==> src/hdl/boxf_pkg.sv <==
// shared types and constants for the 3x3 box mean filter
`default_nettype none

package boxf_pkg;

    localparam int PIXEL_W     = 8;
    localparam int ROW_WIDTH_W = 11;
    localparam int ROW_CNT_W   = 2;
    localparam int COL_SUM_W   = 10;  // three pixels
    localparam int SUM_W       = 12;  // nine pixels
    localparam int RECIP_W     = 12;
    localparam int PROD_W      = SUM_W + RECIP_W;

    localparam logic [ROW_WIDTH_W-1:0] RESET_ROW_WIDTH = 11'd642;
    localparam int                     MIN_ROW_WIDTH   = 3;

    // row counter saturates once two rows are buffered
    localparam logic [ROW_CNT_W-1:0] ROWS_FULL = 2'd2;

    // divide by 9: ceil(2^15 / 9), exact for sums below 2^15
    localparam logic [RECIP_W-1:0] DIV9_RECIP = 12'd3641;
    localparam int                 DIV9_SHIFT = 15;

    typedef struct packed {
        logic [PIXEL_W-1:0] pixel;
        logic               frame_start;
    } pixel_in_t;

    typedef struct packed {
        logic [PIXEL_W-1:0] mean;
        logic               row_end;
    } mean_out_t;

    // one column of the 3x3 window
    typedef struct packed {
        logic [PIXEL_W-1:0] top;
        logic [PIXEL_W-1:0] mid;
        logic [PIXEL_W-1:0] bot;
    } window_col_t;

endpackage

`default_nettype wire

==> src/hdl/boxf_cell.sv <==
// window cell: holds one column of the 3x3 window and its column sum
`default_nettype none

module boxf_cell
    import boxf_pkg::*;
(
    input  wire logic          aclk,
    input  wire logic          shift_en,
    input  wire window_col_t   col_in,
    output window_col_t        col_out,
    output logic [COL_SUM_W-1:0] col_sum
);

    window_col_t            col_reg;
    logic [COL_SUM_W-1:0]   sum_reg;
    logic [COL_SUM_W-1:0]   sum_next;

    assign sum_next = COL_SUM_W'(col_in.top) + COL_SUM_W'(col_in.mid)
                    + COL_SUM_W'(col_in.bot);

    always_ff @(posedge aclk) begin
        if (shift_en) begin
            col_reg <= col_in;
            sum_reg <= sum_next;
        end
    end

    assign col_out = col_reg;
    assign col_sum = sum_reg;

endmodule

`default_nettype wire

==> config.mk <==
export PLATFORM = sky130hd
export DESIGN_NAME = boxf_cell
export DESIGN_NICKNAME = d
export VERILOG_FILES = /design/src/hdl/boxf_pkg.sv /design/src/hdl/boxf_cell.sv
export SDC_FILE = /design/constraint.sdc
export NUM_CORES = 1
export LEC_CHECK = 0
export BUFFER_PORTS_ARGS = -buffer_cell sky130_fd_sc_hd__buf_2
export CORE_ASPECT_RATIO = 0.9
export CORE_MARGIN = 2
export CORE_UTILIZATION = 35
export DETAILED_ROUTE_END_ITERATION = 8
export PLACE_DENSITY_LB_ADDON = 0.1
export RECOVER_POWER = 50
export SYNTH_ARGS = -nofsm -noshare
export SYNTH_HDL_FRONTEND = slang
export SYNTH_SLANG_ARGS = --single-unit
==> constraint.sdc <==
create_clock -name aclk -period 4.2 [get_ports aclk]
set_input_delay 0.21 -clock aclk [delete_from_list [all_inputs] [get_ports aclk]]
set_output_delay 0.21 -clock aclk [all_outputs]
set_load 0.005 [all_outputs]
; Word-level counts from Yosys, hierarchy flattened
; Index checks and enable logic that the tools add are counted.
[word_totals]
elab_cells = 6
input_bits = 26
register_bits = 34
[classes]
n_addsub = 2
[ops]
columns = operator, n
row1 = $add 9x8->10, 1
row2 = $add 8x8->9, 1

; Logic depth before layout (Yosys ltp)
; Gate-level depths: netlist (run 1).
[logic_depth]
ltp_word = 2
depth_mapped = 9
depth_no_buf = 9

; Worst setup path before layout (run 1)
; OpenSTA, ideal clock, no wires.
[synth_timing]
path_type = input -> register
start = input col_in[1] in the netlist's numbering
end = register sum_reg[7] (netlist: col_sum[7]), data pin
t_arrival_ns = 1.870
path_buffers = 0
required_time_ns = 3.938
slack_ns = 2.068
cell_stages = 7
path_cell_list = fa_1 ha_1 fa_1 a21oi_1 o21ai_0 a211oi_1 a21oi_1
[synth_via]
elab_chain_len = 1
[synth_lines]
columns = element, line
row1 = "start, declared", boxf_cell.sv:9  ; input wire window_col_t col_in,
row2 = $add 9x8->10, boxf_cell.sv:19  ; + COL_SUM_W'(col_in.bot);
row3 = named net sum_next[7], boxf_cell.sv:16  ; logic [COL_SUM_W-1:0] sum_next;
row4 = "end signal, assigned", boxf_cell.sv:24  ; sum_reg <= sum_next;
row5 = "end, declared", boxf_cell.sv:15  ; logic [COL_SUM_W-1:0] sum_reg;
; The timed path passes the listed nets, and every way through them passes these cells.
; A chain may end at the register's enable or synchronous reset.

; Worst setup path in the final report (run 1)
; Ends and elaborated chain as after synthesis.

==> flow_summary.toml, run 1 <==
[worst_hold_path]
holdPathStages = 1
worstHoldPathType = "in2reg"

[clock_network]
cts_inserted_buffers = 5
clock-sinks = 34
cts_setup_buffers = 0
clock_tree.buffer_depth = 2
htreeDepth = 2
ctsResizeCount = 0
cts.clk_slew.worst_paths_ns = 0.06
cts_tree = "done"
hold_buffers = 0
cts_root_buffer = "clkbuf_8"

[timing]
drv_slew = 35
totalNegativeSetupSlack_ns = 0
setup_viol_count_final = 0
grt_setup_unrepaired = "no"
slew-limit-headroom_pct = -22.64
worst_hold_slack_ns = 0.1182
timing_worst_slew_pin_value_ns = 1.840
period_share_pct = 51.48
post-route-min-period_ns = 2.162
final-hold-violation-count = 0
maxClockFrequency_ghz = 0.4625

[worst_setup_path]
worstSetupPathDepth = 8
required_time_worst_endpoint_ns = 4.22
timing.critical_path.cells = "clkbuf_1, fa_1, ha_1, fa_1, a21oi_1, o21ai_0, a211oi_1, a21oi_1"
path_max_fanout = 3
endpoint_kind = "flop"
crit_path_top_delay_cell = "fa_1"
setup.worst_path.class = "in2reg"
cp.arrival_ns = 2.19
path_delay_family = "adder cells"
critical_path.max_stage_delay_ns = 0.49
critPathBufInv = 1
crit_path_start_kind = "primary input"

[logic_synthesis]
ys_warn_count = 0
synth_seq_cells = 34
synth_seq_area_share_pct = 68.63
postSynthAreaPerCell_um2 = 17.71
syn-cell-area_um2 = 1488
post_synth_inst_count = 84
synthesis.nets = 126
post_synth_num_cell_types = 16

[drt]
drcViolationCount = 0
antenna_violating_nets_post_route = 0
drt_first_iter_violations = 23
vias = 905
detail_route.vias_per_cell = 4.548
wirelength_um = 2579
route.detailed.wl_per_inst_um = 12.96
drtPass1Iterations = 4

[power_and_ir_drop]
p_per_area_nw_per_um2 = 437.0
ir_worst_vdd_mv = 0.1936
power.static_leakage_nw = 0.7781

[placement]
dpl.hpwl_um = 1925
gp_routability_congestion = 0.7735
place.port_buffers = 59
numPlacedInstances = 191

[floorplan]
floorplan.die.width_um = 72.72
num_io_pins = 60
row_count = 22
design.die.area_um2 = 4789
core_region_area_um2 = 4074
effective_utilization_at_floorplan_pct = 36.52
die_height_um = 65.85

[status]
violations_in_the_final_reports = "capacitance limit, slew limit"
outcome = "finished with violations"

[cells_and_area]
layout-drive-gt1-share_pct = 30.46
total_inserted_antenna_cells = 0
mostFrequentLayoutCells = "38 x buf_2, 34 x edfxtp_1, 22 x clkbuf_1"
flow.area_growth_from_synthesis_pct = 27.59
filler_cell_count = 383
layout_commonest_cell = "buf_2"
fin_cells = 199
final_nets = 192

[global_route]
grt_pass1_vias = 998
number_of_antenna_violations_at_the_first_check_in_global_routing = 0
grt.total_usage_pct = 12.11
grt_pass1_wl_um = 4257
overflow = 0
grt_start_max_net_pins = 35

[run]
max_cap_violations = 1
[cells in the mapped netlist]
| cell | count | area share (%) |
|---|---|---|
| ha_1 | 7 | 5.9 |
| inv_1 | 10 | 2.5 |
| xnor2_1 | 2 | 1.2 |
| nand2_1 | 1 | 0.25 |
| edfxtp_1 | 34 | 69 |
| nor2_1 | 1 | 0.25 |
| o211ai_1 | 1 | 0.50 |
| o21ai_1 | 1 | 0.34 |
| xor2_1 | 3 | 1.8 |
| a211oi_1 | 1 | 0.50 |
| a21o_1 | 1 | 0.50 |
| o21a_1 | 1 | 0.50 |
| a211oi_2 | 2 | 1.7 |
| fa_1 | 9 | 12 |
| o21ai_0 | 3 | 1.0 |
| a21oi_1 | 7 | 2.4 |
[metrics by stage]
stage	util (%)	setup WS [ns]	power [mW]	area (um^2)
after floorplan	-	2.068	0.5379	1488
after global placement	45.24	1.854	0.6162	1843
after detailed placement	45.24	1.757	0.6195	1843
after CTS	47.24	2.043	0.8498	1924
after global routing	46.59	1.973	0.8862	1898
final	46.59	2.038	0.8294	1898
[report_power, final]
group	internal (mW)	switching (mW)	total [mW]
registers	0.428	0.00963	0.437
clock network	0.114	0.108	0.222
logic	0.0793	0.0912	0.171
total	0.621	0.209	0.829
[final timing paths]
kind                      end        from  slack, ns
hold / removal    col_out[15]  col_in[15]       0.12
setup / recovery   col_sum[7]   col_in[1]       2.04
[state kept, by name, summed over array words and instances (netlist names)]
name,cells
col_out,24
col_sum,10
[cell families after synthesis]
logic type,synth area share [%]
AND/OR/NAND/NOR,0.5041
XOR/XNOR,2.944
buffers and inverters,2.523
adder cells (fa/ha/maj),18.00
flip-flops,68.63
AO/OA/AOI/OAI,7.401
[cell type report]
class / count / area, um^2 / share of cell area [%]
timing repair buffer: 59 / 269.0 / 14.17
clock inverter: 2 / 8.758 / 0.4614
clock buffer: 6 / 72.57 / 3.823
sequential: 34 / 1021 / 53.79
inverter: 10 / 37.54 / 1.978
tap: 48 / 60.06 / 3.164
multi-input combinational: 40 / 429.2 / 22.61
[metal layers]
layer / part of all wire [%] / vias up / global-route usage [%]
li1: - / 437 / -
met4: 0.27 / 0 / 3.472
met5: 0 / - / 0
met1: 39 / 432 / 12.34
met2: 52 / 34 / 21.02
met3: 8.6 / 2 / 7.012
No activity file was read; power rests on OpenSTA's default activity.
==> inputs of run 2 (changes only) <==
==> constraint.sdc (replaced) <==
create_clock -name aclk -period 2.25 [get_ports aclk]
set_input_delay 0.1125 -clock aclk [delete_from_list [all_inputs] [get_ports aclk]]
set_output_delay 0.1125 -clock aclk [all_outputs]
set_load 0.005 [all_outputs]
==> flow_summary.toml, run 2 (same netlist as run 1, synthesis figures left out) <==
[status]
outcome = "finished with violations"
violations_in_the_final_reports = "capacitance limit, slew limit"

[cells_and_area]
total_inserted_antenna_cells = 0
filler_cell_count = 379
total_non_filler_cell_area_in_the_finished_layout_um2 = 1913
final_nets = 194
layout_commonest_cell = "buf_2"
flow.area_growth_from_synthesis_pct = 28.60
layout-drive-gt1-share_pct = 31.37
mostFrequentLayoutCells = "38 x buf_2, 34 x edfxtp_1, 22 x clkbuf_1"
flip_flop_count_of_the_largest_register_all_copies_and_words_added = 24
fin_cells = 201

[worst_setup_path]
path_delay_family = "adder cells"
endpoint_kind = "flop"
required_time_worst_endpoint_ns = 2.28
path_max_fanout = 3
cp.arrival_ns = 2.03
critical_path.max_stage_delay_ns = 0.49
worstSetupPathDepth = 8
crit_path_start_kind = "primary input"
timing.critical_path.cells = "clkbuf_1, fa_1, ha_1, fa_1, a21oi_1, o21ai_0, a211oi_1, a21oi_1"
critPathBufInv = 1
crit_path_top_delay_cell = "fa_1"
setup.worst_path.class = "in2reg"

[power_and_ir_drop]
power.share.clock_pct = 26.6
power.static_leakage_nw = 0.7882
ir_worst_vdd_mv = 0.4220
combinational_power_share_pct = 20.8
total_power_mw = 1.551
net-switching-power_mw = 0.3869
p_per_area_nw_per_um2 = 810.5
internal-power_mw = 1.164
power.share.switching_pct = 24.95
seq_power_share_pct = 52.6

[drt]
route.detailed.wl_per_inst_um = 12.29
detail_route.vias_per_cell = 4.612
antenna_violating_nets_post_route = 0
vias = 927
drcViolationCount = 0
wirelength_um = 2470
drt_first_iter_violations = 16
drtPass1Iterations = 4

[placement]
numPlacedInstances = 193
gp_routability_congestion = 0.7735
post_dp_cell_area_um2 = 1858
dpl.hpwl_um = 1924
place.port_buffers = 59

[timing]
post-route-min-period_ns = 2.004
period_share_pct = 89.07
final-hold-violation-count = 0
slew-limit-headroom_pct = -19.71
totalNegativeSetupSlack_ns = 0
maxClockFrequency_ghz = 0.4990
grt_setup_unrepaired = "no"
drv_slew = 35
setup_viol_count_final = 0
timing_worst_slew_pin_value_ns = 1.796

[global_route]
grt_pass1_wl_um = 4057
grt_pass1_vias = 1010
number_of_antenna_violations_at_the_first_check_in_global_routing = 0
grt.total_usage_pct = 11.51
overflow = 0
grt_start_max_net_pins = 35

[clock_network]
cts_tree = "done"
htreeDepth = 2
ctsResizeCount = 0
clock-sinks = 34
cts.clk_slew.worst_paths_ns = 0.07
cts_setup_buffers = 0
cts_root_buffer = "clkbuf_8"
clock_tree.buffer_depth = 2
hold_buffers = 0
cts_inserted_buffers = 5

[worst_hold_path]
worstHoldPathType = "in2reg"
worst_hold_startpoint = "col_in[0]"
holdPathStages = 1
hold_path_end = "col_out[0]"

[floorplan]
num_io_pins = 60
core_region_area_um2 = 4074
row_count = 22
design.die.area_um2 = 4789
floorplan.die.width_um = 72.72
effective_utilization_at_floorplan_pct = 36.52
die_height_um = 65.85

[run]
max_cap_violations = 1
run 2: cell type report:
cell class / instances / area, um^2 / area share, %
inverter: 10 / 37.54 / 1.962
clock inverter: 2 / 8.758 / 0.4578
clock buffer: 6 / 72.57 / 3.793
timing repair buffer: 61 / 284.0 / 14.85
tap: 48 / 60.06 / 3.139
multi-input combinational: 40 / 429.2 / 22.43
sequential: 34 / 1021 / 53.37
run 2: power groups by stage:
stage	combinational (mW)	clock (mW)	sequential, mW
finish	0.322	0.413	0.815
global route	0.369	0.458	0.824
CTS	0.335	0.432	0.816
detailed placement	0.334	0	0.829
global placement	0.329	0	0.828
floorplan	0.162	0	0.842
run 2: worst max path at each step:
stage	startpoint	to	slack (ns)
floorplan	col_in[1]	col_sum[7]	0.22
CTS	col_in[1]	col_sum[7]	0.24
global route	col_in[1]	col_sum[7]	0.12
global placement	col_in[1]	col_sum[7]	0.05
finish	col_in[1]	col_sum[7]	0.25
detailed placement	col_in[1]	col_sum[7]	-0.06
run 2: per-layer routing:
| layer | wire (um) | share of wire [%] | vias to the layer above | global-route usage [%] |
|---|---|---|---|---|
| met5 | 0 | 0 | - | 0 |
| met4 | 53 | 2.1 | 0 | 6.019 |
| met3 | 193 | 7.8 | 7 | 4.573 |
| met2 | 1211 | 49 | 35 | 19.66 |
| met1 | 1011 | 41 | 440 | 12.19 |
| li1 | - | - | 445 | - |
run 2: per-stage QoR:
stage | utilization, % | worst slack, ns | hold slack [ns]
after floorplan | - | 0.2155 | 0.2114
after global placement | 45.61 | 0.04736 | 0.3050
after detailed placement | 45.61 | -0.05547 | 0.3058
after CTS | 47.60 | 0.2406 | 0.008159
after global routing | 46.96 | 0.1209 | 0.01454
final | 46.96 | 0.2460 | 0.01950
==> inputs of run 3 (changes only) <==
--- a/config.mk
+++ b/config.mk
@@ -9,6 +9,7 @@
 export CORE_ASPECT_RATIO = 0.9
 export CORE_MARGIN = 2
 export CORE_UTILIZATION = 35
+export CTS_BUF_LIST = sky130_fd_sc_hd__clkbuf_4 sky130_fd_sc_hd__clkbuf_8 sky130_fd_sc_hd__clkbuf_16
 export DETAILED_ROUTE_END_ITERATION = 8
 export PLACE_DENSITY_LB_ADDON = 0.1
 export RECOVER_POWER = 50
==> constraint.sdc (replaced) <==
create_clock -name aclk -period 1.8 [get_ports aclk]
set_input_delay 0.09 -clock aclk [delete_from_list [all_inputs] [get_ports aclk]]
set_output_delay 0.09 -clock aclk [all_outputs]
set_load 0.005 [all_outputs]
==> flow_summary.toml, run 3 (same netlist as run 1, synthesis figures left out) <==
[timing]
drv_slew = 0
maxClockFrequency_ghz = 0.5554
setup_ws_ns = -0.0006332
grt_setup_unrepaired = "yes"
final-hold-violation-count = 0
timing_worst_slew_pin_value_ns = 0.3555
post-route-min-period_ns = 1.801
setup_viol_count_final = 1
period_share_pct = 100.0
slew-limit-headroom_pct = 76.30

[clock_network]
cts_tree = "done"
clock_tree.buffer_depth = 2
cts_inserted_buffers = 5
clock-sinks = 34
cts.clk_slew.worst_paths_ns = 0.07
cts_root_buffer = "clkbuf_8"
htreeDepth = 2

[global_route]
grt_pass1_vias = 1098
grt_pass1_wl_um = 4616
globalRouteMet2Util_pct = 24.09
grt_start_max_net_pins = 29
grt_use_met3_pct = 5.183
grt.total_usage_pct = 13.44
overflow = 0
number_of_antenna_violations_at_the_first_check_in_global_routing = 0
grt_use_met1_pct = 12.06
grt_busiest_layer = "met2"

[floorplan]
row_count = 22
num_io_pins = 60
floorplan.die.width_um = 72.72
die_height_um = 65.85
core_region_area_um2 = 4074
effective_utilization_at_floorplan_pct = 36.52
design.die.area_um2 = 4789

[cells_and_area]
mostFrequentLayoutCells = "44 x buf_2, 34 x edfxtp_1, 13 x clkbuf_1"
final_nets = 212
total_inserted_antenna_cells = 0
layout_commonest_cell = "buf_2"
layout-drive-gt1-share_pct = 38.82
flow.area_growth_from_synthesis_pct = 43.99
flip_flop_count_of_the_largest_register_all_copies_and_words_added = 24

[worst_hold_path]
worstHoldPathType = "in2reg"
worst_hold_startpoint = "col_in[1]"
holdPathStages = 1
hold_path_end = "col_out[1]"

[drt]
drtPass1Iterations = 4
wirelength_um = 2786
detail_route.vias_per_cell = 4.578
route.detailed.wl_per_inst_um = 12.78
drcViolationCount = 0
vias = 998
drt_first_iter_violations = 30
antenna_violating_nets_post_route = 0

[worst_setup_path]
endpoint_kind = "flop"
setup.worst_path.class = "in2reg"
crit_path_start_kind = "primary input"
path_max_fanout = 3
cp.arrival_ns = 1.84
required_time_worst_endpoint_ns = 1.84

[power_and_ir_drop]
ir_worst_vdd_mv = 0.6852
p_per_area_nw_per_um2 = 1014
power.static_leakage_nw = 0.9023
total_power_mw = 2.171

[placement]
gp_routability_congestion = 0.7627
place.port_buffers = 59
dpl.hpwl_um = 2061
pre_cts_slack_ns = -0.3058

[run]
max_cap_violations = 0

[status]
violations_in_the_final_reports = "setup timing"
outcome = "finished with violations"
[run 3: cell types whose count changed in the layout (fill, tap and decap cells not counted), moves of 2 or more]
cell	change
a21oi_1	-2
a21oi_2	+2
buf_2	+6
buf_4	+6
buf_6	+2
clkbuf_1	-9
dlygate4sd3_1	+12
[run 3: layout make-up]
type	instances	area (um^2)
Clock inverter	2	33.78
Fill cell	367	1932
Sequential cell	34	1021
Inverter	10	37.54
Timing Repair Buffer	79	471.7
Clock buffer	5	68.82
Multi-Input combinational cell	40	449.2
Tap cell	48	60.06
[run 3: worst max-delay path by stage]
stage / endpoint / start / depth (start not counted) / slack [ns]
after floorplan: col_sum[7] / col_in[1] / 7 / -0.07
after global placement: col_sum[7] / col_in[1] / 8 / -0.24
after detailed placement: col_sum[7] / col_in[1] / 8 / -0.31
after CTS: col_sum[7] / col_in[1] / 8 / 0.005
after global routing: col_sum[7] / col_in[17] / 8 / -0.05
final: col_sum[7] / col_in[17] / 8 / -0.0006
[run 3: power breakdown]
group	switching (mW)	total [mW]	internal (mW)	leakage, nW
Clock	0.263	0.663	0.400	0.0517
Sequential	0.0221	1.02	0.996	0.333
Combinational	0.238	0.490	0.252	0.518
Total	0.523	2.17	1.65	0.902
[run 3: through the flow]
stage                     setup TNS (ns)  cell area, um^2  cells  hold WS [ns]  util [%]
after global routing            -0.09421             2142    218     -0.006023     52.58
after CTS                              0             2093    213     0.0008598     51.38
after floorplan                 -0.09615             1500     84        0.1889         -
after detailed placement          -1.059             1901    197        0.2824     46.65
final                         -0.0006332             2142    218      0.005629     52.58
after global placement           -0.8915             1901    197        0.2825     46.65
[run 3: worst max-delay path, cell delays in order]
cell and delay, ns:
buf_6 0.10, fa_1 0.48, ha_2 0.22, fa_2 0.38, a21oi_2 0.20, o21ai_1 0.08, a211oi_1 0.23, a21oi_1 0.06
[run 3: per-layer routing]
metal | part of all wire, % | up-vias
li1 | - | 474
met1 | 36 | 472
met2 | 52 | 43
met3 | 8.1 | 9
met4 | 3.6 | 0
met5 | 0 | -
[run 3: repair_timing]
action	in CTS	in global routing
hold buffers	9	3
endpoints found under the hold margin	9	4
pin swaps	1	9
setup buffers	0	2
gates resized for setup	0	4
endpoints found under the setup margin	1	2
